## config.mk

```make
export PLATFORM = sky130hd
export DESIGN_NAME = resp_reply_stream_parser
export DESIGN_NICKNAME = d
export VERILOG_FILES = /design/src/rtl/core/rrsp_pkg.sv /design/src/rtl/core/rrsp_front.sv /design/src/rtl/core/rrsp_queue.sv /design/src/rtl/core/rrsp_back.sv /design/src/rtl/core/resp_reply_stream_parser.sv
export SDC_FILE = /design/constraint.sdc
export NUM_CORES = 1
export LEC_CHECK = 0
export ABC_AREA = 1
export BUFFER_PORTS_ARGS = -buffer_cell sky130_fd_sc_hd__buf_2
export CORE_ASPECT_RATIO = 1.1
export CORE_MARGIN = 3
export CORE_UTILIZATION = 47
export CTS_BUF_LIST = sky130_fd_sc_hd__clkbuf_8
export DETAILED_ROUTE_END_ITERATION = 10
export MAX_ROUTING_LAYER = met4
export PLACE_DENSITY = 0.69
export SYNTH_ARGS = -nofsm -noshare
export SYNTH_HDL_FRONTEND = slang
export SYNTH_SLANG_ARGS = --single-unit
```

## constraint.sdc

```tcl
create_clock -name aclk -period 4.6 [get_ports aclk]
set_clock_uncertainty 0.2 [all_clocks]
set_input_delay 0.69 -clock aclk [delete_from_list [all_inputs] [get_ports aclk]]
set_output_delay 0.69 -clock aclk [all_outputs]
set_load 0.02 [all_outputs]
```

## src/rtl/core/rrsp_pkg.sv

```systemverilog
// shared types and constants for the resp reply stream parser
// depends on nothing; used by every module under rtl/core
`default_nettype none

package rrsp_pkg;

    // received bytes with a meaning to the parser
    localparam logic [7:0] CHAR_CR     = 8'h0D;
    localparam logic [7:0] CHAR_PLUS   = 8'h2B;
    localparam logic [7:0] CHAR_MINUS  = 8'h2D;
    localparam logic [7:0] CHAR_COLON  = 8'h3A;
    localparam logic [7:0] CHAR_DOLLAR = 8'h24;
    localparam logic [7:0] CHAR_STAR   = 8'h2A;
    localparam logic [7:0] CHAR_ZERO   = 8'h30;
    localparam logic [7:0] CHAR_NINE   = 8'h39;

    // result kinds
    localparam logic [1:0] K_BYTE  = 2'd0;
    localparam logic [1:0] K_END   = 2'd1;
    localparam logic [1:0] K_NIL   = 2'd2;
    localparam logic [1:0] K_FAULT = 2'd3;

    // element classes
    localparam logic [2:0] CL_SIMPLE = 3'd0;
    localparam logic [2:0] CL_ERROR  = 3'd1;
    localparam logic [2:0] CL_INT    = 3'd2;
    localparam logic [2:0] CL_BULK   = 3'd3;
    localparam logic [2:0] CL_ARRAY  = 3'd4;

    // fault codes
    localparam logic [2:0] F_NONE    = 3'd0;
    localparam logic [2:0] F_CLOSED  = 3'd1;
    localparam logic [2:0] F_UNKNOWN = 3'd2;
    localparam logic [2:0] F_BADLEN  = 3'd3;
    localparam logic [2:0] F_TOOLONG = 3'd4;
    localparam logic [2:0] F_TOODEEP = 3'd5;

    // queue between front and back
    localparam int QUEUE_DEPTH = 4;
    localparam int QPTR_W      = 2;
    localparam int QCNT_W      = 3;

    typedef struct packed {
        logic [7:0] rx_byte;
        logic       conn_closed;
    } in_word_t;

    typedef struct packed {
        logic [1:0] out_kind;
        logic [2:0] text_class;
        logic [7:0] out_byte;
        logic [2:0] fault_code;
        logic [3:0] levels_closed;
        logic       more_follows;
        logic       reply_done;
    } out_word_t;

    // byte classes found by the front
    typedef enum logic [2:0] {
        CH_OTHER,
        CH_CR,
        CH_MINUS,
        CH_DIGIT,
        CH_PLUS,
        CH_COLON,
        CH_DOLLAR,
        CH_STAR
    } chr_t;

    typedef struct packed {
        logic       closed;
        chr_t       chr;
        logic [3:0] digit;
        logic [7:0] rx_byte;
    } qword_t;

endpackage

`default_nettype wire

```

## src/rtl/core/rrsp_front.sv

```systemverilog
// front end: accepts input words and classifies each received byte
// depends on rrsp_pkg
`default_nettype none

module rrsp_front (
    input  wire                 aclk,
    input  wire                 aresetn,
    input  wire                 s_valid,
    output logic                s_ready,
    input  rrsp_pkg::in_word_t  s_data,
    input  wire                 queue_full,
    output logic                push_valid,
    output rrsp_pkg::qword_t    push_word
);

    rrsp_pkg::chr_t chr;
    logic [7:0]     diff;

    always_comb begin
        diff = s_data.rx_byte - rrsp_pkg::CHAR_ZERO;
        case (s_data.rx_byte) inside
            rrsp_pkg::CHAR_CR:                          chr = rrsp_pkg::CH_CR;
            rrsp_pkg::CHAR_MINUS:                       chr = rrsp_pkg::CH_MINUS;
            rrsp_pkg::CHAR_PLUS:                        chr = rrsp_pkg::CH_PLUS;
            rrsp_pkg::CHAR_COLON:                       chr = rrsp_pkg::CH_COLON;
            rrsp_pkg::CHAR_DOLLAR:                      chr = rrsp_pkg::CH_DOLLAR;
            rrsp_pkg::CHAR_STAR:                        chr = rrsp_pkg::CH_STAR;
            [rrsp_pkg::CHAR_ZERO:rrsp_pkg::CHAR_NINE]:  chr = rrsp_pkg::CH_DIGIT;
            default:                                    chr = rrsp_pkg::CH_OTHER;
        endcase
    end

    assign s_ready              = aresetn && !queue_full;
    assign push_valid           = s_valid && s_ready;
    assign push_word.closed     = s_data.conn_closed;
    assign push_word.chr        = chr;
    assign push_word.digit      = diff[3:0];
    assign push_word.rx_byte    = s_data.rx_byte;

    // aclk unused in logic beyond documenting the clock domain
    logic unused_clk;
    assign unused_clk = aclk;

endmodule

`default_nettype wire

```

## src/rtl/core/rrsp_queue.sv

```systemverilog
// short word queue between the classifying front and the parsing back
// depends on rrsp_pkg
`default_nettype none

module rrsp_queue (
    input  wire               aclk,
    input  wire               aresetn,
    input  wire               push_valid,
    input  rrsp_pkg::qword_t  push_word,
    output logic              full,
    output logic              pop_valid,
    input  wire               pop_ready,
    output rrsp_pkg::qword_t  pop_word
);

    rrsp_pkg::qword_t                 slots_reg [rrsp_pkg::QUEUE_DEPTH];
    logic [rrsp_pkg::QPTR_W-1:0]      wr_ptr_reg, wr_ptr_next;
    logic [rrsp_pkg::QPTR_W-1:0]      rd_ptr_reg, rd_ptr_next;
    logic [rrsp_pkg::QCNT_W-1:0]      count_reg, count_next;
    logic                             do_push, do_pop;

    assign full      = (count_reg == rrsp_pkg::QCNT_W'(rrsp_pkg::QUEUE_DEPTH));
    assign pop_valid = (count_reg != '0);
    assign pop_word  = slots_reg[rd_ptr_reg];
    assign do_push   = push_valid && !full;
    assign do_pop    = pop_valid && pop_ready;

    always_comb begin
        wr_ptr_next = do_push ? wr_ptr_reg + 1'b1 : wr_ptr_reg;
        rd_ptr_next = do_pop  ? rd_ptr_reg + 1'b1 : rd_ptr_reg;
        count_next  = count_reg;
        if (do_push && !do_pop) begin
            count_next = count_reg + 1'b1;
        end else if (!do_push && do_pop) begin
            count_next = count_reg - 1'b1;
        end
    end

    always_ff @(posedge aclk) begin
        if (!aresetn) begin
            wr_ptr_reg <= '0;
            rd_ptr_reg <= '0;
            count_reg  <= '0;
        end else begin
            wr_ptr_reg <= wr_ptr_next;
            rd_ptr_reg <= rd_ptr_next;
            count_reg  <= count_next;
        end
    end

    always_ff @(posedge aclk) begin
        if (do_push) begin
            slots_reg[wr_ptr_reg] <= push_word;
        end
    end

endmodule

`default_nettype wire

```

## src/rtl/core/rrsp_back.sv

```systemverilog
// back end: reply state machine, open-array stack and result register
// depends on rrsp_pkg
`default_nettype none

module rrsp_back #(
    parameter int MAX_DEPTH  = 8,
    parameter int MAX_LENGTH = 65535
) (
    input  wire                  aclk,
    input  wire                  aresetn,
    input  wire                  q_valid,
    output logic                 q_ready,
    input  rrsp_pkg::qword_t     q_word,
    output logic                 m_valid,
    input  wire                  m_ready,
    output rrsp_pkg::out_word_t  m_data
);

    localparam int LEN_W = $clog2(MAX_LENGTH + 2);
    localparam int LVL_W = $clog2(MAX_DEPTH + 1);
    localparam int IDX_W = (MAX_DEPTH > 1) ? $clog2(MAX_DEPTH) : 1;
    localparam logic [LEN_W-1:0] MAXL   = LEN_W'(MAX_LENGTH);
    localparam logic [LEN_W-1:0] SATL   = LEN_W'(MAX_LENGTH + 1);
    localparam logic [LEN_W+3:0] MAXL_X = (LEN_W + 4)'(MAX_LENGTH);
    localparam logic [LVL_W-1:0] DEPTH_L = LVL_W'(MAX_DEPTH);

    typedef enum logic [2:0] {
        PH_PREFIX,
        PH_LINE,
        PH_LINE_LF,
        PH_LEN,
        PH_LEN_LF,
        PH_BULK,
        PH_TRAIL_A,
        PH_TRAIL_B
    } phase_t;

    phase_t               phase_reg, phase_next;
    logic [2:0]           class_reg, class_next;
    logic [LEN_W-1:0]     accum_reg, accum_next;
    logic                 neg_reg, neg_next;
    logic                 seen_reg, seen_next;
    logic [LEN_W-1:0]     bulk_reg, bulk_next;
    logic [LVL_W-1:0]     nest_reg, nest_next;
    logic                 m_valid_reg, m_valid_next;
    rrsp_pkg::out_word_t  m_data_reg, m_data_next;

    // open-array stack: remaining count and a "more than one left" flag
    logic [LEN_W-1:0]     counts_reg [MAX_DEPTH];
    logic [MAX_DEPTH-1:0] gt1_reg;
    logic                 wr_en;
    logic [IDX_W-1:0]     wr_idx;
    logic [LEN_W-1:0]     wr_count;
    logic                 wr_gt1;

    logic                 out_free, pop;
    logic                 res_valid;
    rrsp_pkg::out_word_t  res;
    logic                 do_finish, do_abort;
    logic [1:0]           fin_kind;
    logic [2:0]           fin_class, fin_fault;
    logic [2:0]           ab_class, ab_fault;

    // finish search over open levels
    logic                 found;
    logic [IDX_W-1:0]     found_idx;
    logic [LVL_W-1:0]     fin_levels;
    logic [LVL_W-1:0]     fin_nest;
    logic [LEN_W-1:0]     found_count;
    logic [LEN_W+3:0]     prod;

    assign out_free = !m_valid_reg || m_ready;
    assign q_ready  = out_free;
    assign pop      = q_valid && out_free;
    assign m_valid  = m_valid_reg;
    assign m_data   = m_data_reg;

    always_comb begin
        found     = 1'b0;
        found_idx = '0;
        for (int i = 0; i < MAX_DEPTH; i++) begin
            if (gt1_reg[i] && (LVL_W'(i) < nest_reg)) begin
                found     = 1'b1;
                found_idx = IDX_W'(i);
            end
        end
        found_count = counts_reg[found_idx];
        if (found) begin
            fin_nest   = LVL_W'(found_idx) + 1'b1;
            fin_levels = nest_reg - fin_nest;
        end else begin
            fin_nest   = '0;
            fin_levels = nest_reg;
        end
    end

    assign prod = {accum_reg, 3'b000} + {2'b00, accum_reg, 1'b0} + (LEN_W + 4)'(q_word.digit);

    always_comb begin
        phase_next   = phase_reg;
        class_next   = class_reg;
        accum_next   = accum_reg;
        neg_next     = neg_reg;
        seen_next    = seen_reg;
        bulk_next    = bulk_reg;
        nest_next    = nest_reg;
        wr_en        = 1'b0;
        wr_idx       = nest_reg[IDX_W-1:0];
        wr_count     = accum_reg;
        wr_gt1       = 1'b0;
        res_valid    = 1'b0;
        res          = '0;
        do_finish    = 1'b0;
        do_abort     = 1'b0;
        fin_kind     = rrsp_pkg::K_END;
        fin_class    = class_reg;
        fin_fault    = rrsp_pkg::F_NONE;
        ab_class     = class_reg;
        ab_fault     = rrsp_pkg::F_NONE;

        if (pop) begin
            if (q_word.closed) begin
                class_next = rrsp_pkg::CL_SIMPLE;
                do_abort   = 1'b1;
                ab_class   = rrsp_pkg::CL_SIMPLE;
                ab_fault   = rrsp_pkg::F_CLOSED;
            end else begin
                case (phase_reg)
                    PH_PREFIX: begin
                        case (q_word.chr)
                            rrsp_pkg::CH_PLUS: begin
                                class_next = rrsp_pkg::CL_SIMPLE;
                                phase_next = PH_LINE;
                            end
                            rrsp_pkg::CH_MINUS: begin
                                class_next = rrsp_pkg::CL_ERROR;
                                phase_next = PH_LINE;
                            end
                            rrsp_pkg::CH_COLON: begin
                                class_next = rrsp_pkg::CL_INT;
                                phase_next = PH_LINE;
                            end
                            rrsp_pkg::CH_DOLLAR: begin
                                class_next = rrsp_pkg::CL_BULK;
                                phase_next = PH_LEN;
                                accum_next = '0;
                                neg_next   = 1'b0;
                                seen_next  = 1'b0;
                            end
                            rrsp_pkg::CH_STAR: begin
                                class_next = rrsp_pkg::CL_ARRAY;
                                phase_next = PH_LEN;
                                accum_next = '0;
                                neg_next   = 1'b0;
                                seen_next  = 1'b0;
                            end
                            default: begin
                                // unknown prefix counts as one finished element
                                class_next = rrsp_pkg::CL_SIMPLE;
                                do_finish  = 1'b1;
                                fin_kind   = rrsp_pkg::K_FAULT;
                                fin_class  = rrsp_pkg::CL_SIMPLE;
                                fin_fault  = rrsp_pkg::F_UNKNOWN;
                            end
                        endcase
                    end
                    PH_LINE: begin
                        if (q_word.chr == rrsp_pkg::CH_CR) begin
                            phase_next = PH_LINE_LF;
                        end else begin
                            res_valid      = 1'b1;
                            res.out_kind   = rrsp_pkg::K_BYTE;
                            res.text_class = class_reg;
                            res.out_byte   = q_word.rx_byte;
                        end
                    end
                    PH_LEN: begin
                        if (q_word.chr == rrsp_pkg::CH_CR) begin
                            phase_next = PH_LEN_LF;
                        end else if (q_word.chr == rrsp_pkg::CH_MINUS && !seen_reg
                                     && !neg_reg) begin
                            neg_next = 1'b1;
                        end else if (q_word.chr != rrsp_pkg::CH_DIGIT) begin
                            do_abort = 1'b1;
                            ab_fault = rrsp_pkg::F_BADLEN;
                        end else begin
                            seen_next = 1'b1;
                            if (accum_reg <= MAXL) begin
                                accum_next = (prod > MAXL_X) ? SATL : prod[LEN_W-1:0];
                            end
                        end
                    end
                    PH_LEN_LF: begin
                        if (!seen_reg) begin
                            do_abort = 1'b1;
                            ab_fault = rrsp_pkg::F_BADLEN;
                        end else if (neg_reg && accum_reg == LEN_W'(1)) begin
                            do_finish = 1'b1;
                            fin_kind  = rrsp_pkg::K_NIL;
                        end else if (neg_reg && accum_reg != '0) begin
                            do_abort = 1'b1;
                            ab_fault = rrsp_pkg::F_BADLEN;
                        end else if (accum_reg > MAXL) begin
                            do_abort = 1'b1;
                            ab_fault = rrsp_pkg::F_TOOLONG;
                        end else begin
                            accum_next = '0;
                            neg_next   = 1'b0;
                            seen_next  = 1'b0;
                            if (class_reg == rrsp_pkg::CL_BULK) begin
                                bulk_next  = accum_reg;
                                phase_next = (accum_reg != '0) ? PH_BULK : PH_TRAIL_A;
                            end else if (accum_reg == '0) begin
                                // empty array is a finished element
                                do_finish = 1'b1;
                                fin_class = rrsp_pkg::CL_ARRAY;
                            end else if (nest_reg >= DEPTH_L) begin
                                do_abort = 1'b1;
                                ab_fault = rrsp_pkg::F_TOODEEP;
                            end else begin
                                wr_en      = 1'b1;
                                wr_idx     = nest_reg[IDX_W-1:0];
                                wr_count   = accum_reg;
                                wr_gt1     = (accum_reg > LEN_W'(1));
                                nest_next  = nest_reg + 1'b1;
                                phase_next = PH_PREFIX;
                            end
                        end
                    end
                    PH_BULK: begin
                        if (bulk_reg == LEN_W'(1) || bulk_reg == '0) begin
                            phase_next = PH_TRAIL_A;
                        end
                        if (bulk_reg != '0) begin
                            bulk_next = bulk_reg - 1'b1;
                        end
                        res_valid      = 1'b1;
                        res.out_kind   = rrsp_pkg::K_BYTE;
                        res.text_class = class_reg;
                        res.out_byte   = q_word.rx_byte;
                    end
                    PH_TRAIL_A: begin
                        phase_next = PH_TRAIL_B;
                    end
                    default: begin
                        // byte after cr of a line, or second trailer byte
                        do_finish = 1'b1;
                    end
                endcase
            end

            if (do_finish) begin
                phase_next = PH_PREFIX;
                accum_next = '0;
                neg_next   = 1'b0;
                seen_next  = 1'b0;
                nest_next  = fin_nest;
                if (found) begin
                    wr_en    = 1'b1;
                    wr_idx   = found_idx;
                    wr_count = found_count - 1'b1;
                    wr_gt1   = (found_count > LEN_W'(2));
                end
                res_valid         = 1'b1;
                res.out_kind      = fin_kind;
                res.text_class    = fin_class;
                res.fault_code    = fin_fault;
                res.levels_closed = 4'(fin_levels);
                res.more_follows  = found;
                res.reply_done    = !found;
            end

            if (do_abort) begin
                phase_next     = PH_PREFIX;
                accum_next     = '0;
                neg_next       = 1'b0;
                seen_next      = 1'b0;
                bulk_next      = '0;
                nest_next      = '0;
                res_valid      = 1'b1;
                res.out_kind   = rrsp_pkg::K_FAULT;
                res.text_class = ab_class;
                res.fault_code = ab_fault;
                res.reply_done = 1'b1;
            end
        end

        if (pop && res_valid) begin
            m_valid_next = 1'b1;
            m_data_next  = res;
        end else begin
            m_valid_next = m_valid_reg && !m_ready;
            m_data_next  = m_data_reg;
        end
    end

    always_ff @(posedge aclk) begin
        if (!aresetn) begin
            phase_reg   <= PH_PREFIX;
            class_reg   <= rrsp_pkg::CL_SIMPLE;
            accum_reg   <= '0;
            neg_reg     <= 1'b0;
            seen_reg    <= 1'b0;
            bulk_reg    <= '0;
            nest_reg    <= '0;
            m_valid_reg <= 1'b0;
        end else begin
            phase_reg   <= phase_next;
            class_reg   <= class_next;
            accum_reg   <= accum_next;
            neg_reg     <= neg_next;
            seen_reg    <= seen_next;
            bulk_reg    <= bulk_next;
            nest_reg    <= nest_next;
            m_valid_reg <= m_valid_next;
        end
        m_data_reg <= m_data_next;
        if (wr_en) begin
            counts_reg[wr_idx] <= wr_count;
            gt1_reg[wr_idx]    <= wr_gt1;
        end
    end

    a_nest_bounded: assert property (@(posedge aclk) disable iff (!aresetn)
        nest_reg <= DEPTH_L)
        else $error("open array level beyond max depth");

    a_abort_shape: assert property (@(posedge aclk) disable iff (!aresetn)
        (m_valid_reg && m_data_reg.out_kind == rrsp_pkg::K_FAULT
         && m_data_reg.fault_code != rrsp_pkg::F_UNKNOWN)
        |-> (m_data_reg.reply_done && !m_data_reg.more_follows
             && m_data_reg.levels_closed == 4'd0))
        else $error("aborting fault did not close the reply");

    a_byte_shape: assert property (@(posedge aclk) disable iff (!aresetn)
        (m_valid_reg && m_data_reg.out_kind == rrsp_pkg::K_BYTE)
        |-> (m_data_reg.fault_code == rrsp_pkg::F_NONE && !m_data_reg.reply_done
             && !m_data_reg.more_follows && m_data_reg.levels_closed == 4'd0))
        else $error("content word carries element flags");

    a_closed_reports: assert property (@(posedge aclk) disable iff (!aresetn)
        (pop && q_word.closed)
        |=> (m_valid_reg && m_data_reg.fault_code == rrsp_pkg::F_CLOSED
             && nest_reg == '0 && phase_reg == PH_PREFIX))
        else $error("connection close not reported");

endmodule

`default_nettype wire

```

## src/rtl/core/resp_reply_stream_parser.sv

```systemverilog
// resp reply stream parser: one reply byte in, content bytes and element markers out
// path: an accepted byte is written into the queue, then parsed from it into the result register
// throughput: one byte per cycle unless a result word held by m_ready stalls the back
// reset: synchronous active-low aresetn; array stack contents stay undefined
// depends on rrsp_pkg, rrsp_front, rrsp_queue, rrsp_back
`default_nettype none

module resp_reply_stream_parser #(
    parameter int MAX_DEPTH  = 8,
    parameter int MAX_LENGTH = 65535
) (
    input  wire                  aclk,
    input  wire                  aresetn,
    // input word channel
    input  wire                  s_valid,
    output logic                 s_ready,
    input  rrsp_pkg::in_word_t   s_data,
    // result word channel
    output logic                 m_valid,
    input  wire                  m_ready,
    output rrsp_pkg::out_word_t  m_data
);

    // front to queue
    logic              push_valid;
    rrsp_pkg::qword_t  push_word;
    logic              queue_full;

    // queue to back
    logic              q_valid;
    logic              q_ready;
    rrsp_pkg::qword_t  q_word;

    // front classifies each byte (cr, minus, digit, prefixes) as it is accepted
    rrsp_front u_front (
        .aclk       (aclk),
        .aresetn    (aresetn),
        .s_valid    (s_valid),
        .s_ready    (s_ready),
        .s_data     (s_data),
        .queue_full (queue_full),
        .push_valid (push_valid),
        .push_word  (push_word)
    );

    // short queue so input acceptance stalls on result backpressure only once it is full
    rrsp_queue u_queue (
        .aclk       (aclk),
        .aresetn    (aresetn),
        .push_valid (push_valid),
        .push_word  (push_word),
        .full       (queue_full),
        .pop_valid  (q_valid),
        .pop_ready  (q_ready),
        .pop_word   (q_word)
    );

    // back runs the reply state machine and the open-array stack;
    // it pops a word only when its result register is free or draining
    rrsp_back #(
        .MAX_DEPTH  (MAX_DEPTH),
        .MAX_LENGTH (MAX_LENGTH)
    ) u_back (
        .aclk    (aclk),
        .aresetn (aresetn),
        .q_valid (q_valid),
        .q_ready (q_ready),
        .q_word  (q_word),
        .m_valid (m_valid),
        .m_ready (m_ready),
        .m_data  (m_data)
    );

endmodule

`default_nettype wire

```

=== Word level (Yosys, flattened, before mapping) ===
Memory sizes are Yosys's and may differ from the RTL's. A register that Yosys moved wholly into a read port is not among the register bits.
Index checks and enable logic that the tools add are counted.

* Bits in registers: 84
* Bits in writable memories: 200
* Input port bits: 13
* Output and inout bits: 24
* Logic and storage cells: 370
* Memories kept: 2

* Add/sub/neg operators: 12
* Order comparisons: 18
* Equality and inequality tests: 52
* Mux-type cells: 208
* Bitwise logic cells: 1
* Reduce and logical (&&, ||, !) cells: 58

{| class="wikitable"
|+ Memories
! name !! words !! bits a word !! read ports !! clocked after Yosys merged registers in !! write ports !! line !! source
|-
| u_back.counts_reg || 8 || 17 || 1 || 0 || 1 || rrsp_back.sv:49 || <nowiki>logic [LEN_W-1:0] counts_reg [MAX_DEPTH];</nowiki>
|-
| u_queue.slots_reg || 4 || 16 || 1 || 1 || 1 || rrsp_queue.sv:16 || <nowiki>rrsp_pkg::qword_t slots_reg [rrsp_pkg::QUEUE_DEPTH];</nowiki>
|}

{| class="wikitable"
|+ Operators with widths
! cell !! number
|-
| two-way mux 17 bit || 24
|-
| two-way mux 3 bit || 52
|-
| two-way mux 1 bit || 86
|-
| two-way mux 4 bit || 13
|-
| one-hot mux 17 bit (3 select lines) || 1
|-
| == test 8 x 6 -> 1 bit, second input constant || 5
|-
| == test 17 x 1 -> 1 bit, second input constant || 2
|-
| logical NOT 17 bit || 2
|-
| one-hot mux 17 bit (2 select lines) || 1
|-
| nonzero test 17 bit || 2
|-
| subtractor 17 x 1 -> 17 bit, second input constant || 2
|-
| != test 3 bit, second input constant || 9
|-
| one-hot mux 13 bit (2 select lines) || 1
|-
| == test 3 bit, second input constant || 8
|-
| two-way mux 2 bit || 12
|-
| != test 4 x 1 -> 1 bit, second input constant || 6
|-
| != test 4 bit, second input constant || 6
|-
| logical AND 1 bit || 22
|-
| adder 20 x 18 -> 21 bit || 1
|-
| adder 21 x 4 -> 21 bit || 1
|-
| > comparator 21 x 16 -> 1 bit, second input constant || 1
|-
| AND reduction 10 bit || 2
|-
| one-hot mux 3 bit (2 select lines) || 3
|-
| one-hot mux 3 bit (6 select lines) || 1
|-
| 55 further kinds || 86
|}

=== Logic depth before layout (Yosys ltp) ===
Gate-level depths: netlist of the first run.

* Word-level depth: 18
* Mapped depth: 24
* Mapped depth without buffers: 23

=== By module ===
Synthesis of the first run repeated with hierarchy kept, for this count alone.

* Cell total of the unflattened synthesis: 1800
* Area, all modules: 15397.3 µm²

{| class="wikitable"
|+ By module, submodules not included
! module !! times used !! cells each !! area an instance (µm²) !! sequential area each (µm²)
|-
| rrsp_back || 1 || 1516 || 12254.3 || 5925.7
|-
| rrsp_queue || 1 || 223 || 2844.0 || 2102.0
|-
| rrsp_front || 1 || 61 || 299.0 || 0.0
|}

=== Worst setup path after synthesis of the first run ===
Ideal clock, no wire load.

* Path kind: reg-to-reg
* From: register (tool-made name)
* To: memory u_back.counts_reg[6][0] (netlist name), enable pin
* Setup time: 0.416 ns
* Data arrival time: 3.335 ns
* Required time: 3.984 ns
* Setup slack: 0.650 ns
* Cell stages (with the launch flop): 18
* Path buffers: 2
* Period minus slack after synthesis: 3.950 ns
* Cells stage by stage: dfxtp_1 buf_2 inv_2 nand3_1 nand2_1 inv_1 nor2_4 nor2_1 nand2_1 nand2_1 nor3_4 nor2_2 inv_2 nor2_1 buf_2 o22ai_1 nand2_1 nor3_1

{| class="wikitable"
|+ RTL lines
! item !! line
|-
| to (decl) || rrsp_back.sv:49
|}

==> results_tabular.tex, run 1 <==
\begin{tabular}{lr}
\hline
Metric & Value \\
\hline
\multicolumn{2}{l}{\textbf{Status}} \\
\quad Status & completed \\
\multicolumn{2}{l}{\textbf{Synthesis}} \\
\quad Count of cell types in the netlist & 55 \\
\quad Share of synthesized area occupied by flip-flops and latches & approximately half \\
\quad Post-Synth Adder-Cell Area & under 10\% \\
\quad Gate Count Post-Synth & 1685 \\
\quad Flops \& latches, synth & 270 \\
\quad Mux contribution to synthesized area & 0\% \\
\quad Xor/xnor cell area share of the yosys netlist & $\sim$1.7\% \\
\quad Number of flops mapped to enable cells by yosys & between 200 and 250 \\
\quad Mapped Avg Cell Area & 8.66 µm² \\
\quad Compound-Gate Fraction of Synth Area & under 10\% \\
\quad Ranking of synthesized cells by instance count & sky130\_fd\_sc\_hd\_\_nand2\_1, sky130\_fd\_sc\_hd\_\_edfxtp\_1, sky130\_fd\_sc\_hd\_\_inv\_1, sky130\_fd\_sc\_hd\_\_nor2\_1, sky130\_fd\_sc\_hd\_\_nand3\_1 \\
\quad Synth async-reset ratio & 0\% \\
\quad Fraction of the mapped netlist area in simple logic gates & roughly 25\% \\
\quad Yosys warnings & 0 \\
\quad Dominant synthesized flop cell & sky130\_fd\_sc\_hd\_\_edfxtp\_1 \\
\quad Share of the synthesized area in the top cell type & 44.1\% \\
\quad Most numerous cell in the Yosys netlist & sky130\_fd\_sc\_hd\_\_nand2\_1 \\
\quad Post-synthesis cell type with the largest combined area & sky130\_fd\_sc\_hd\_\_edfxtp\_1 \\
\quad Cell Area, Synth & between 10000 and 15000 µm² \\
\quad Dominant combinational cell family by area after synthesis & simple AND/OR/NAND/NOR gates \\
\quad Top cells by area in the synthesized netlist & sky130\_fd\_sc\_hd\_\_edfxtp\_1, sky130\_fd\_sc\_hd\_\_nand2\_1, sky130\_fd\_sc\_hd\_\_dfxtp\_1 \\
\quad Post-synth net total & 1750 \\
\multicolumn{2}{l}{\textbf{Run}} \\
\quad Max Cap Violations & 0 \\
\multicolumn{2}{l}{\textbf{Finish}} \\
\quad Proportion of layout cells with a drive suffix above 1 & roughly 10\% \\
\quad Sequential cell area in the final layout & around 7500 µm² \\
\quad Diodes inserted & 0 \\
\quad Number of standard cells in the final layout excluding fillers & $\sim$2.2k \\
\quad Layout net count & $\sim$1.8k \\
\quad Count of fill cells added during filler insertion & about 2.8k \\
\quad Final standard cell utilization of the core & a little over half \\
\quad Layout-stage area growth over the synthesis result & 10.6\% \\
\quad Max FFs per register & 136 \\
\quad Area occupied by multi-input gates & just under 6000 µm² \\
\multicolumn{2}{l}{\textbf{Worst setup path}} \\
\quad Worst path required time & 4830 ps \\
\quad Crit-path cells & inv\_2 > a32o\_1 > fa\_1 > inv\_1 > ha\_1 > a21oi\_1 > o21ai\_0 > a21oi\_1 > nor2\_1 > nor2\_1 > inv\_1 > nand3\_1 > nand2\_1 > xor2\_1 > nand4\_1 > clkinv\_1 > a21oi\_1 > nor2\_1 \\
\quad Sort of element at the start of the critical path & flop \\
\quad Cell type group with the largest total delay on the critical path & compound AO/OA/AOI/OAI gates \\
\quad Cell depth of the worst setup path & 18 \\
\quad Largest fanout of any net on the critical path & 17 \\
\quad Endpoint of the worst-slack reg-to-reg timing path & u\_back.accum\_reg[11]\$\_SDFFE\_PN0P\_ \\
\quad Library cell contributing the largest single delay on the critical path & sky130\_fd\_sc\_hd\_\_fa\_1 \\
\quad CP Data Arrival Time & about 4400 ps \\
\quad Category of the worst setup path capture point & flop \\
\quad Reg2Reg Depth & 18 \\
\quad Worst setup slack for register-to-register paths & 450 ps \\
\quad Critical setup path kind & reg -> reg \\
\quad Peak per-stage delay on the critical path & 530 ps \\
\quad Number of buffers and inverters on the critical path & 4 \\
\quad Timing endpoint of the critical path & u\_back.accum\_reg[11]\$\_SDFFE\_PN0P\_ \\
\multicolumn{2}{l}{\textbf{Place}} \\
\quad Total instance count after detailed placement & 2108 \\
\quad Global placement routability congestion & about 0.9 \\
\quad Detailed-placement wirelength estimate & 24.8 mm \\
\quad Count of buffers from port buffering & 36 \\
\multicolumn{2}{l}{\textbf{Floorplanning}} \\
\quad Site Rows & 67 \\
\quad Io pins & 37 \\
\quad Initial standard-cell utilization of the core & a little under half \\
\quad Die Area & 33200 µm² \\
\quad Die Span X & between 150 and 200 µm \\
\quad Floorplan Core Area & $\sim$31000 µm² \\
\quad Die Span Y & about 190 µm \\
\multicolumn{2}{l}{\textbf{STA}} \\
\quad Hold violation total from the final report & 0 \\
\quad Final-report setup violation count & 0 \\
\quad Rel. slew slack & between 15 and 20\% \\
\quad Hold\_ws & approximately 150 ps \\
\quad Fin Setup TNS & 0 ps \\
\quad Unrepaired setup endpoints after global routing & no \\
\quad Max Freq & approximately 240 MHz \\
\quad Tightest Pin Transition & around 1200 ps \\
\quad Fin crit period & around 4100 ps \\
\quad Final number of max-transition violations & 0 \\
\quad Final period utilization & around 90\% \\
\multicolumn{2}{l}{\textbf{Route}} \\
\quad Detailed Route WL & about 36 mm \\
\quad DRC Markers & 0 \\
\quad Starting DRT DRC Count & between 900 and 1k \\
\quad Vias per std cell & around 5.3 \\
\quad Post-detailed-route count of antenna-violating nets & 0 \\
\quad Wirelength per Cell & around 17 µm \\
\quad Total number of vias & roughly 12k \\
\quad Number of iterations in the first detailed-routing pass & 5 \\
\multicolumn{2}{l}{\textbf{Global routing}} \\
\quad Number of antenna violations at the first check in global routing & 0 \\
\quad Remaining Overflow, GRT & 0 \\
\quad Global-route wire length before repair & 59.6 mm \\
\quad Vias in the first global route & 11.6k \\
\quad Total routing usage reported by global routing & a little under a quarter \\
\quad Maximum number of pins on one net before global-route repair & 70 \\
\multicolumn{2}{l}{\textbf{Clocking}} \\
\quad Number of hold-repair buffers added at the cts stage & 0 \\
\quad Number of buffers inserted during clock tree synthesis & 46 \\
\quad CTS tree & done \\
\quad Resized Gates After CTS & 0 \\
\quad Number of H-tree levels & 2 \\
\quad Worst-Skew Late Latency & between 500 and 600 ps \\
\quad Total number of clock tree sinks & 270 \\
\quad Reg clk slew, reported paths & $\sim$60 ps \\
\quad Clock root buffer & sky130\_fd\_sc\_hd\_\_clkbuf\_8 \\
\quad Buffers inserted during post-CTS setup optimization & 0 \\
\quad Longest Clk Path Bufs & 3 \\
\multicolumn{2}{l}{\textbf{Power}} \\
\quad IR Drop Worst-Case VDD & approximately 0.00036 V \\
\quad Reported leakage power & 0.00690 µW \\
\quad Power after layout & between 10000 and 15000 µW \\
\quad P per Cell Area & between 600 and 700 nW/µm² \\
\multicolumn{2}{l}{\textbf{Min path}} \\
\quad Worst hold path stage count & 1 \\
\quad Type of the most critical hold path & in -> reg \\
\hline
\end{tabular}
[cell usage in the layout, fill, tap and decap left out, types with 5 or more instances in the layout]
| master | netlist | final |
|---|---|---|
| sky130_fd_sc_hd__a211oi_1 | 6 | 6 |
| sky130_fd_sc_hd__o21ai_0 | 64 | 64 |
| sky130_fd_sc_hd__nand4_1 | 11 | 11 |
| sky130_fd_sc_hd__xnor2_1 | 7 | 7 |
| sky130_fd_sc_hd__buf_2 | 21 | 36 |
| sky130_fd_sc_hd__clkbuf_8 | 0 | 47 |
| sky130_fd_sc_hd__a31oi_1 | 6 | 5 |
| sky130_fd_sc_hd__nand3b_1 | 34 | 34 |
| sky130_fd_sc_hd__a21oi_1 | 82 | 81 |
| sky130_fd_sc_hd__buf_4 | 8 | 30 |
| sky130_fd_sc_hd__nor3_1 | 18 | 17 |
| sky130_fd_sc_hd__dfxtp_1 | 56 | 55 |
| sky130_fd_sc_hd__inv_1 | 205 | 221 |
| sky130_fd_sc_hd__ha_1 | 48 | 48 |
| sky130_fd_sc_hd__xor2_1 | 22 | 22 |
| sky130_fd_sc_hd__inv_2 | 14 | 13 |
| sky130_fd_sc_hd__o21ai_1 | 26 | 26 |
| sky130_fd_sc_hd__a22oi_1 | 15 | 15 |
| sky130_fd_sc_hd__nor2_2 | 7 | 14 |
| sky130_fd_sc_hd__clkinv_1 | 2 | 8 |
| sky130_fd_sc_hd__nand2_1 | 370 | 368 |
| sky130_fd_sc_hd__nor2_1 | 188 | 181 |
| sky130_fd_sc_hd__nand3_1 | 167 | 167 |
| sky130_fd_sc_hd__nor2_4 | 6 | 6 |
| sky130_fd_sc_hd__edfxtp_1 | 214 | 214 |
| sky130_fd_sc_hd__nor4_1 | 5 | 5 |
| sky130_fd_sc_hd__o22ai_1 | 9 | 9 |
[logic make-up after synthesis]
logic type | after synthesis
and+or+nand+nor | 824
buffers and inverters | 281
DFF | 270
AOI/OAI and AO/OA | 229
adders and majority gates | 52
xor gates and xnor gates | 29
[layout make-up]
type / count / area share, %
inverters: 222 / 5.20
well taps: 414 / 3.21
repair buffers: 68 / 2.76
multi-input cells: 1134 / 36.8
flip-flops and latches: 270 / 46.8
clock buffers: 47 / 4.01
clock inverters: 31 / 1.19
[per-layer routing]
metal / up-vias / global-route usage [%] / share of wire (%)
met5: - / - / 0
met4: 0 / 7.46 / 2.6
met3: 78 / 3.11 / 5.6
met2: 365 / 39.8 / 50
met1: 5423 / 27.6 / 42
li1: 5782 / - / -
[metrics by stage]
stage,setup slack (ps),cell area [µm²]
floorplan,650,14600
global placement,530,15300
detailed placement,399,15300
CTS,355,16100
global route,15.3,16100
finish,452,16100
[power breakdown]
group	switching (µW)	total, µW	internal, µW
registers	228	3460	3230
logic	3790	5380	1600
clock network	959	2020	1060
total	4970	10900	5890
[worst min path at each step]
stage | start | end | slack (ps)
floorplan | u_queue.rd_ptr_reg[1]$_SDFFE_PN0P_ | flop | 240
global placement | u_queue.rd_ptr_reg[0]$_SDFFE_PN0P_ | u_queue.rd_ptr_reg[0]$_SDFFE_PN0P_ | 260
detailed placement | u_queue.rd_ptr_reg[0]$_SDFFE_PN0P_ | u_queue.rd_ptr_reg[0]$_SDFFE_PN0P_ | 270
CTS | s_data[0] | u_queue.slots_reg[2][15]$_DFFE_PP_ | 120
global route | s_data[0] | u_queue.slots_reg[0][15]$_DFFE_PP_ | 140
finish | s_data[0] | u_queue.slots_reg[0][15]$_DFFE_PP_ | 150
Power figures use the tool's default switching activity.
==> inputs of run 2 (changes only) <==
- ABC_AREA: 1 -> default
==> run 2 against run 1 <==
Synthesized cell count shrank 29%; worst setup slack worse by 110 ps; cell count is 23% lower; hold slack better by 17 ps; first-iteration DRC count shrank 12%; largest power group is now registers; largest cell class unchanged; sequential share of layout area rose by 2.2 points; flip-flop and latch count did not move; count of clock-buffer cells in the layout up 6.
==> results_tabular.tex, run 2 <==
\begin{tabular}{lr}
\hline
Metric & Value \\
\hline
\multicolumn{2}{l}{\textbf{Status}} \\
\quad Status & completed \\
\multicolumn{2}{l}{\textbf{Worst setup path}} \\
\quad Library cell contributing the largest single delay on the critical path & sky130\_fd\_sc\_hd\_\_or4\_4 \\
\quad Worst path required time & approximately 4700 ps \\
\quad Peak per-stage delay on the critical path & approximately 500 ps \\
\quad Sort of element at the start of the critical path & flop \\
\quad Largest fanout of any net on the critical path & 15 \\
\quad Category of the worst setup path capture point & flop \\
\quad Cell with the most instances on the worst path & sky130\_fd\_sc\_hd\_\_buf\_4 \\
\quad Crit-path cells & ha\_1 > buf\_4 > o31ai\_4 > a221oi\_2 > o31ai\_2 > inv\_2 > buf\_4 > a211oi\_1 > buf\_4 > nor4\_4 > nand4\_1 > or4\_4 > xnor2\_1 > o21ai\_2 \\
\quad CP Data Arrival Time & between 4000 and 5000 ps \\
\quad Critical setup path kind & reg -> reg \\
\multicolumn{2}{l}{\textbf{Finish}} \\
\quad Layout net count & 1344 \\
\quad Final non-filler cell area & 15400 µm² \\
\quad Diodes inserted & 0 \\
\quad Max FFs per register & $\sim$140 \\
\quad Layout-stage area growth over the synthesis result & 14.2\% \\
\quad Commonest non-fill, non-tap cell in the layout & sky130\_fd\_sc\_hd\_\_edfxtp\_1 \\
\quad Commonest cells after routing, fill and taps aside & sky130\_fd\_sc\_hd\_\_edfxtp\_1, sky130\_fd\_sc\_hd\_\_nor2\_1, sky130\_fd\_sc\_hd\_\_nand2\_1 \\
\quad Proportion of layout cells with a drive suffix above 1 & between 15 and 20\% \\
\multicolumn{2}{l}{\textbf{Floorplanning}} \\
\quad Die Span X & about 170 µm \\
\quad Initial standard-cell utilization of the core & between 40\% and 50\% \\
\quad Site Rows & 64 \\
\quad Die Span Y & between 150 and 200 µm \\
\quad Die Area & between 30000 and 40000 µm² \\
\quad Io pins & 37 \\
\quad Floorplan Core Area & around 28000 µm² \\
\multicolumn{2}{l}{\textbf{STA}} \\
\quad Final-report setup violation count & 0 \\
\quad Max Freq & approximately 230 MHz \\
\quad Rel. slew slack & roughly a third \\
\quad Fin crit period & 4260 ps \\
\quad Fin Setup TNS & 0 ps \\
\quad Final number of max-transition violations & 0 \\
\quad Unrepaired setup endpoints after global routing & no \\
\quad Tightest Pin Transition & $\sim$990 ps \\
\quad Hold violation total from the final report & 0 \\
\quad Final period utilization & 92.7\% \\
\multicolumn{2}{l}{\textbf{Global routing}} \\
\quad Global-route wire length before repair & roughly 53 mm \\
\quad Remaining Overflow, GRT & 0 \\
\quad Number of antenna violations at the first check in global routing & 0 \\
\quad Vias in the first global route & about 10k \\
\quad Total routing usage reported by global routing & about 22\% \\
\quad Maximum number of pins on one net before global-route repair & 40 \\
\multicolumn{2}{l}{\textbf{Route}} \\
\quad Vias per std cell & $\sim$6.0 \\
\quad WL met3 & 1.92 mm \\
\quad Wirelength per Cell & around 20 µm \\
\quad Post-route met1 wirelength & around 14 mm \\
\quad Number of iterations in the first detailed-routing pass & 5 \\
\quad Post-detailed-route count of antenna-violating nets & 0 \\
\quad Starting DRT DRC Count & between 800 and 900 \\
\quad Total number of vias & 10.1k \\
\quad Detailed Route WL & around 33 mm \\
\quad Uppermost metal layer occupied by signal nets & met4 \\
\quad DRC Markers & 0 \\
\quad Routed wl met2 & 16.5 mm \\
\multicolumn{2}{l}{\textbf{Synthesis}} \\
\quad Share of the synthesized area in the top cell type & a little under half \\
\quad Mapped Avg Cell Area & roughly 11 µm² \\
\quad Count of cell types in the netlist & 77 \\
\quad Synth async-reset ratio & 0\% \\
\quad Ranking of synthesized cells by instance count & sky130\_fd\_sc\_hd\_\_edfxtp\_1, sky130\_fd\_sc\_hd\_\_nor2\_1, sky130\_fd\_sc\_hd\_\_nand2\_1, sky130\_fd\_sc\_hd\_\_o21ai\_0, sky130\_fd\_sc\_hd\_\_a21oi\_1 \\
\quad Yosys warnings & 0 \\
\quad Most numerous cell in the Yosys netlist & sky130\_fd\_sc\_hd\_\_edfxtp\_1 \\
\quad Share of synthesized area occupied by flip-flops and latches & about 56\% \\
\quad Post-synthesis cell type with the largest combined area & sky130\_fd\_sc\_hd\_\_edfxtp\_1 \\
\quad Gate Count Post-Synth & between 1k and 1.5k \\
\quad Dominant synthesized flop cell & sky130\_fd\_sc\_hd\_\_edfxtp\_1 \\
\quad Post-synth net total & between 1k and 1.5k \\
\quad Cell Area, Synth & approximately 13000 µm² \\
\quad Top cells by area in the synthesized netlist & sky130\_fd\_sc\_hd\_\_edfxtp\_1, sky130\_fd\_sc\_hd\_\_dfxtp\_1, sky130\_fd\_sc\_hd\_\_ha\_1 \\
\quad Number of flops mapped to enable cells by yosys & about 210 \\
\quad Flops \& latches, synth & 270 \\
\multicolumn{2}{l}{\textbf{Power}} \\
\quad P per Cell Area & around 420 nW/µm² \\
\quad Clock Power Share & roughly 34\% \\
\quad Net switching power of the design & $\sim$1900 µW \\
\quad Reported leakage power & between 0.005 and 0.006 µW \\
\quad Internal power & between 4000 and 5000 µW \\
\quad Sequential group share of total power & about 45\% \\
\quad Switching share of power & between 20\% and 30\% \\
\quad IR Drop Worst-Case VDD & approximately 0.00051 V \\
\quad Combinational fraction of design power & 21.4\% \\
\multicolumn{2}{l}{\textbf{Clocking}} \\
\quad Number of H-tree levels & 2 \\
\quad Longest Clk Path Bufs & 3 \\
\quad Total number of clock tree sinks & 270 \\
\quad Number of buffers inserted during clock tree synthesis & between 40 and 50 \\
\quad Buffers inserted during post-CTS setup optimization & 0 \\
\quad Clock root buffer & sky130\_fd\_sc\_hd\_\_clkbuf\_8 \\
\quad Worst-Skew Late Latency & around 570 ps \\
\quad Reg clk slew, reported paths & 60 ps \\
\quad CTS tree & done \\
\quad Number of hold-repair buffers added at the cts stage & 0 \\
\quad Resized Gates After CTS & 0 \\
\multicolumn{2}{l}{\textbf{Place}} \\
\quad Area post-placement & 14400 µm² \\
\quad Detailed-placement wirelength estimate & $\sim$23 mm \\
\quad Global placement routability congestion & roughly 0.97 \\
\quad Count of buffers from port buffering & 36 \\
\multicolumn{2}{l}{\textbf{Min path}} \\
\quad Type of the most critical hold path & in -> reg \\
\multicolumn{2}{l}{\textbf{Run}} \\
\quad Max Cap Violations & 0 \\
\hline
\end{tabular}
==> run 2: changes by cell type after synthesis, sizes merged, moves of 18 or more <==
cell	change
nand3b	-32
a21oi	-23
xnor2	+20
nor3	+18
nand3	-153
nor2	-92
inv	-183
nor2b	+21
nand2	-286
and2	+29
a211oi	+21
==> run 2: path summary, 6_finish.rpt <==
kind / from / end / slack [ps] / cells past startpoint
max: u_back.nest_reg[1]$_SDFFE_PN0P_ / u_back.counts_reg[7][16]$_DFFE_PP_ / 340 / 14
min: s_data[0] / u_queue.slots_reg[0][15]$_DFFE_PP_ / 160 / 1
max reg2reg: u_back.nest_reg[1]$_SDFFE_PN0P_ / u_back.counts_reg[7][16]$_DFFE_PP_ / 340 / 14
min reg2reg: u_back.bulk_reg[16]$_SDFFE_PN0P_ / u_back.bulk_reg[16]$_SDFFE_PN0P_ / 280 / 1
==> run 2: logic make-up after synthesis <==
family	after synthesis	share of synthesized area, %
fa+ha+maj	52	5.05
compound gates	332	16.6
mux	23	2.76
flops	270	55.9
xor+xnor	35	2.27
simple gates	385	14.2
buf+inv	94	3.10
==> run 2: area by class of cell <==
cell class	instances	area (µm²)
Timing Repair Buffer	98	762
Sequential cell	270	7550
Inverter	38	143
Fill cell	2384	12600
Tap cell	363	454
Multi-Input combinational cell	827	5570
Clock inverter	28	206
Clock buffer	53	729
==> run 2: layer usage <==
layer  GRT usage (%)  up-vias
li1                -     4726
met1            28.2     4866
met2            36.5      387
met3            2.97       99
met4            8.09        0
met5               -        -
==> run 2: per-stage QoR <==
stage / worst slack [ps] / std cells / power (µW) / hold slack (ps) / utilization [%]
2_1_floorplan: 153 / 1191 / 3880 / 245 / -
3_3_place_gp: 222 / 1596 / 4320 / 258 / 51.5
3_5_place_dp: 109 / 1596 / 4340 / 273 / 51.5
4_1_cts: 87.9 / 1677 / 6510 / 136 / 54.8
5_1_grt: 21.4 / 1677 / 6800 / 145 / 55.0
6_report: 337 / 1677 / 6490 / 163 / 55.0
==> run 2: worst max-delay path: cells and delay by family, from the launching register on <==
| kind | cells | cell delay [ps] |
|---|---|---|
| xor+xnor | 1 | 240 |
| simple gates | 3 | 1170 |
| compound gates | 5 | 690 |
| fa+ha+maj | 1 | 340 |
| flops | 1 | 480 |
| buf+inv | 4 | 830 |
==> run 2: power by group through the flow <==
stage                     logic (µW)  clock network [µW]  registers, µW
after CTS                       1370                2210           2920
after detailed placement        1370                   0           2970
final                           1390                2170           2930
after floorplan                  776                   0           3110
after global routing            1530                2330           2940
after global placement          1350                   0           2970
==> inputs of run 3 (changes only) <==
- CORE_ASPECT_RATIO: 1.1 -> default
- CTS_BUF_LIST: sky130_fd_sc_hd__clkbuf_8 -> sky130_fd_sc_hd__clkbuf_4 sky130_fd_sc_hd__clkbuf_8
==> run 3 against run 2 <==
Critical path depth fell by 2; clock power fell by 4%; total power fell by 1.5%; cell count rose by 1.2%; count of clock-buffer cells in the layout rose by 8; wire length fell by 0.87%.
==> results_tabular.tex, run 3 (same netlist as run 2, synthesis figures left out) <==
\begin{tabular}{lr}
\hline
Metric & Value \\
\hline
\multicolumn{2}{l}{\textbf{Route}} \\
\quad DRC Markers & 0 \\
\quad Post-detailed-route count of antenna-violating nets & 0 \\
\quad Total number of vias & between 9k and 10k \\
\quad Number of iterations in the first detailed-routing pass & 5 \\
\quad Vias per std cell & $\sim$5.9 \\
\quad Starting DRT DRC Count & 878 \\
\quad Wirelength per Cell & $\sim$20 µm \\
\quad Detailed Route WL & roughly 33 mm \\
\multicolumn{2}{l}{\textbf{Finish}} \\
\quad Commonest non-fill, non-tap cell in the layout & sky130\_fd\_sc\_hd\_\_edfxtp\_1 \\
\quad Diodes inserted & 0 \\
\quad Commonest cells after routing, fill and taps aside & sky130\_fd\_sc\_hd\_\_edfxtp\_1, sky130\_fd\_sc\_hd\_\_nor2\_1, sky130\_fd\_sc\_hd\_\_nand2\_1 \\
\quad Max FFs per register & 136 \\
\quad Final non-filler cell area & between 15000 and 20000 µm² \\
\quad Layout net count & 1352 \\
\quad Count of fill cells added during filler insertion & between 2k and 2.5k \\
\quad Area occupied by multi-input gates & about 5600 µm² \\
\quad Proportion of layout cells with a drive suffix above 1 & 17.1\% \\
\quad Sequential cell area in the final layout & 7550 µm² \\
\quad Layout-stage area growth over the synthesis result & 13.9\% \\
\multicolumn{2}{l}{\textbf{Min path}} \\
\quad Type of the most critical hold path & in -> reg \\
\quad WHS Endpoint & u\_queue.slots\_reg[0][15]\$\_DFFE\_PP\_ \\
\quad Worst hold path stage count & 1 \\
\quad Worst hold start & s\_data[0] \\
\multicolumn{2}{l}{\textbf{Place}} \\
\quad Detailed-placement wirelength estimate & around 23 mm \\
\quad Area post-placement & 14500 µm² \\
\quad Count of buffers from port buffering & 36 \\
\quad Global placement routability congestion & approximately 0.97 \\
\multicolumn{2}{l}{\textbf{Global routing}} \\
\quad Global-route wire length before repair & 52.7 mm \\
\quad Number of antenna violations at the first check in global routing & 0 \\
\quad Remaining Overflow, GRT & 0 \\
\quad Maximum number of pins on one net before global-route repair & 40 \\
\quad Vias in the first global route & 9744 \\
\quad Total routing usage reported by global routing & between 20\% and 30\% \\
\multicolumn{2}{l}{\textbf{Run}} \\
\quad Max Cap Violations & 0 \\
\multicolumn{2}{l}{\textbf{Clocking}} \\
\quad CTS tree & done \\
\quad Worst-Skew Late Latency & 560 ps \\
\quad Number of buffers inserted during clock tree synthesis & between 40 and 50 \\
\quad Number of hold-repair buffers added at the cts stage & 0 \\
\quad Longest Clk Path Bufs & 3 \\
\quad Clock root buffer & sky130\_fd\_sc\_hd\_\_clkbuf\_8 \\
\quad Reg clk slew, reported paths & $\sim$60 ps \\
\quad Total number of clock tree sinks & 270 \\
\quad Number of H-tree levels & 2 \\
\multicolumn{2}{l}{\textbf{Worst setup path}} \\
\quad CP Data Arrival Time & 4440 ps \\
\quad Reg2Reg Depth & 12 \\
\quad Category of the worst setup path capture point & flop \\
\quad Sort of element at the start of the critical path & flop \\
\quad Endpoint of the worst-slack reg-to-reg timing path & u\_back.gt1\_reg[2]\$\_DFFE\_PP\_ \\
\quad Worst path required time & 4630 ps \\
\quad Largest fanout of any net on the critical path & 9 \\
\quad Worst setup slack for register-to-register paths & around 190 ps \\
\quad Critical setup path kind & reg -> reg \\
\quad Launch point of the worst reg-to-reg path & u\_back.nest\_reg[1]\$\_SDFFE\_PN0P\_ \\
\quad Setup crit start & u\_back.nest\_reg[1]\$\_SDFFE\_PN0P\_ \\
\multicolumn{2}{l}{\textbf{STA}} \\
\quad Unrepaired setup endpoints after global routing & no \\
\quad Rel. slew slack & about a quarter \\
\quad Max Freq & between 200 and 250 MHz \\
\quad Fin crit period & between 4000 and 5000 ps \\
\quad Hold violation total from the final report & 0 \\
\quad Final number of max-transition violations & 0 \\
\quad Final period utilization & between 90\% and 100\% \\
\quad Final-report setup violation count & 0 \\
\quad Fin Setup TNS & 0 ps \\
\quad Tightest Pin Transition & about 1100 ps \\
\multicolumn{2}{l}{\textbf{Floorplanning}} \\
\quad Die Span Y & roughly 180 µm \\
\quad Site Rows & a little over 60 \\
\quad Die Span X & between 150 and 200 µm \\
\quad Floorplan Core Area & 28000 µm² \\
\quad Io pins & 37 \\
\quad Die Area & 30800 µm² \\
\quad Initial standard-cell utilization of the core & between 40\% and 50\% \\
\multicolumn{2}{l}{\textbf{Power}} \\
\quad P per Cell Area & between 400 and 500 nW/µm² \\
\quad Reported leakage power & around 0.006 µW \\
\quad IR Drop Worst-Case VDD & around 0.00043 V \\
\multicolumn{2}{l}{\textbf{Status}} \\
\quad Status & completed \\
\hline
\end{tabular}
-- run 3: power breakdown --
group          switching (µW)  internal [µW]  total [µW]
Sequential               80.1           2840        2920
Clock                     944           1140        2090
Combinational             912            471        1380
Total                    1940           4450        6390
-- run 3: cell type report --
type / count / area share, %
Clock buffer: 61 / 5.01
Inverter: 38 / 0.928
Clock inverter: 17 / 0.724
Tap cell: 378 / 3.08
Sequential cell: 270 / 49.1
Timing Repair Buffer: 106 / 4.92
Multi-Input combinational cell: 827 / 36.2
-- run 3: layer usage --
layer / routed length, µm / vias to the layer above / global-route usage, %
li1: - / 4739 / -
met1: 14700 / 4788 / 29.5
met2: 15400 / 365 / 34.2
met3: 2020 / 89 / 3.74
met4: 1090 / 0 / 7.89
met5: 0 / - / -
-- run 3: critical path, cell delays in order, from the launching register on --
cell and delay, ps:
sky130_fd_sc_hd__dfxtp_1 420, sky130_fd_sc_hd__ha_1 320, sky130_fd_sc_hd__a31oi_1 320, sky130_fd_sc_hd__o22ai_1 160, sky130_fd_sc_hd__buf_4 190, sky130_fd_sc_hd__or4_1 420, sky130_fd_sc_hd__o2111a_1 150, sky130_fd_sc_hd__o211ai_1 380
sky130_fd_sc_hd__and3_1 340, sky130_fd_sc_hd__and3_1 250, sky130_fd_sc_hd__nand2_1 70, sky130_fd_sc_hd__nor4b_1 560, sky130_fd_sc_hd__o22ai_2 290
-- run 3: worst max path at each step --
stage / to / slack, ps / cells after the start
finish: u_back.gt1_reg[2]$_DFFE_PP_ / 190 / 12
global route: u_back.counts_reg[6][2]$_DFFE_PP_ / 9 / 11
CTS: u_back.accum_reg[5]$_SDFFE_PN0P_ / 30 / 16
detailed placement: u_back.accum_reg[12]$_SDFFE_PN0P_ / 30 / 16
global placement: u_back.accum_reg[10]$_SDFFE_PN0P_ / 90 / 15
floorplan: u_back.accum_reg[10]$_SDFFE_PN0P_ / 150 / 18
-- run 3: metrics by stage --
| stage | setup slack (ps) | power, µW | hold slack [ps] | utilization, % | cells |
|---|---|---|---|---|---|
| final | 187 | 6390 | 178 | 54.9 | 1697 |
| after global routing | 9.41 | 6690 | 146 | 54.9 | 1697 |
| after detailed placement | 30.1 | 4340 | 264 | 51.6 | 1619 |
| after CTS | 29.8 | 6420 | 140 | 54.8 | 1697 |
| after floorplan | 153 | 3880 | 245 | - | 1191 |
| after global placement | 95.0 | 4330 | 261 | 51.6 | 1619 |
-- run 3: what timing repair did --
action / in CTS / in global routing
setup endpoints to repair: 0 / 47
hold endpoints to repair: 0 / 0
setup buffers: 0 / 0
resized for setup: 0 / 8
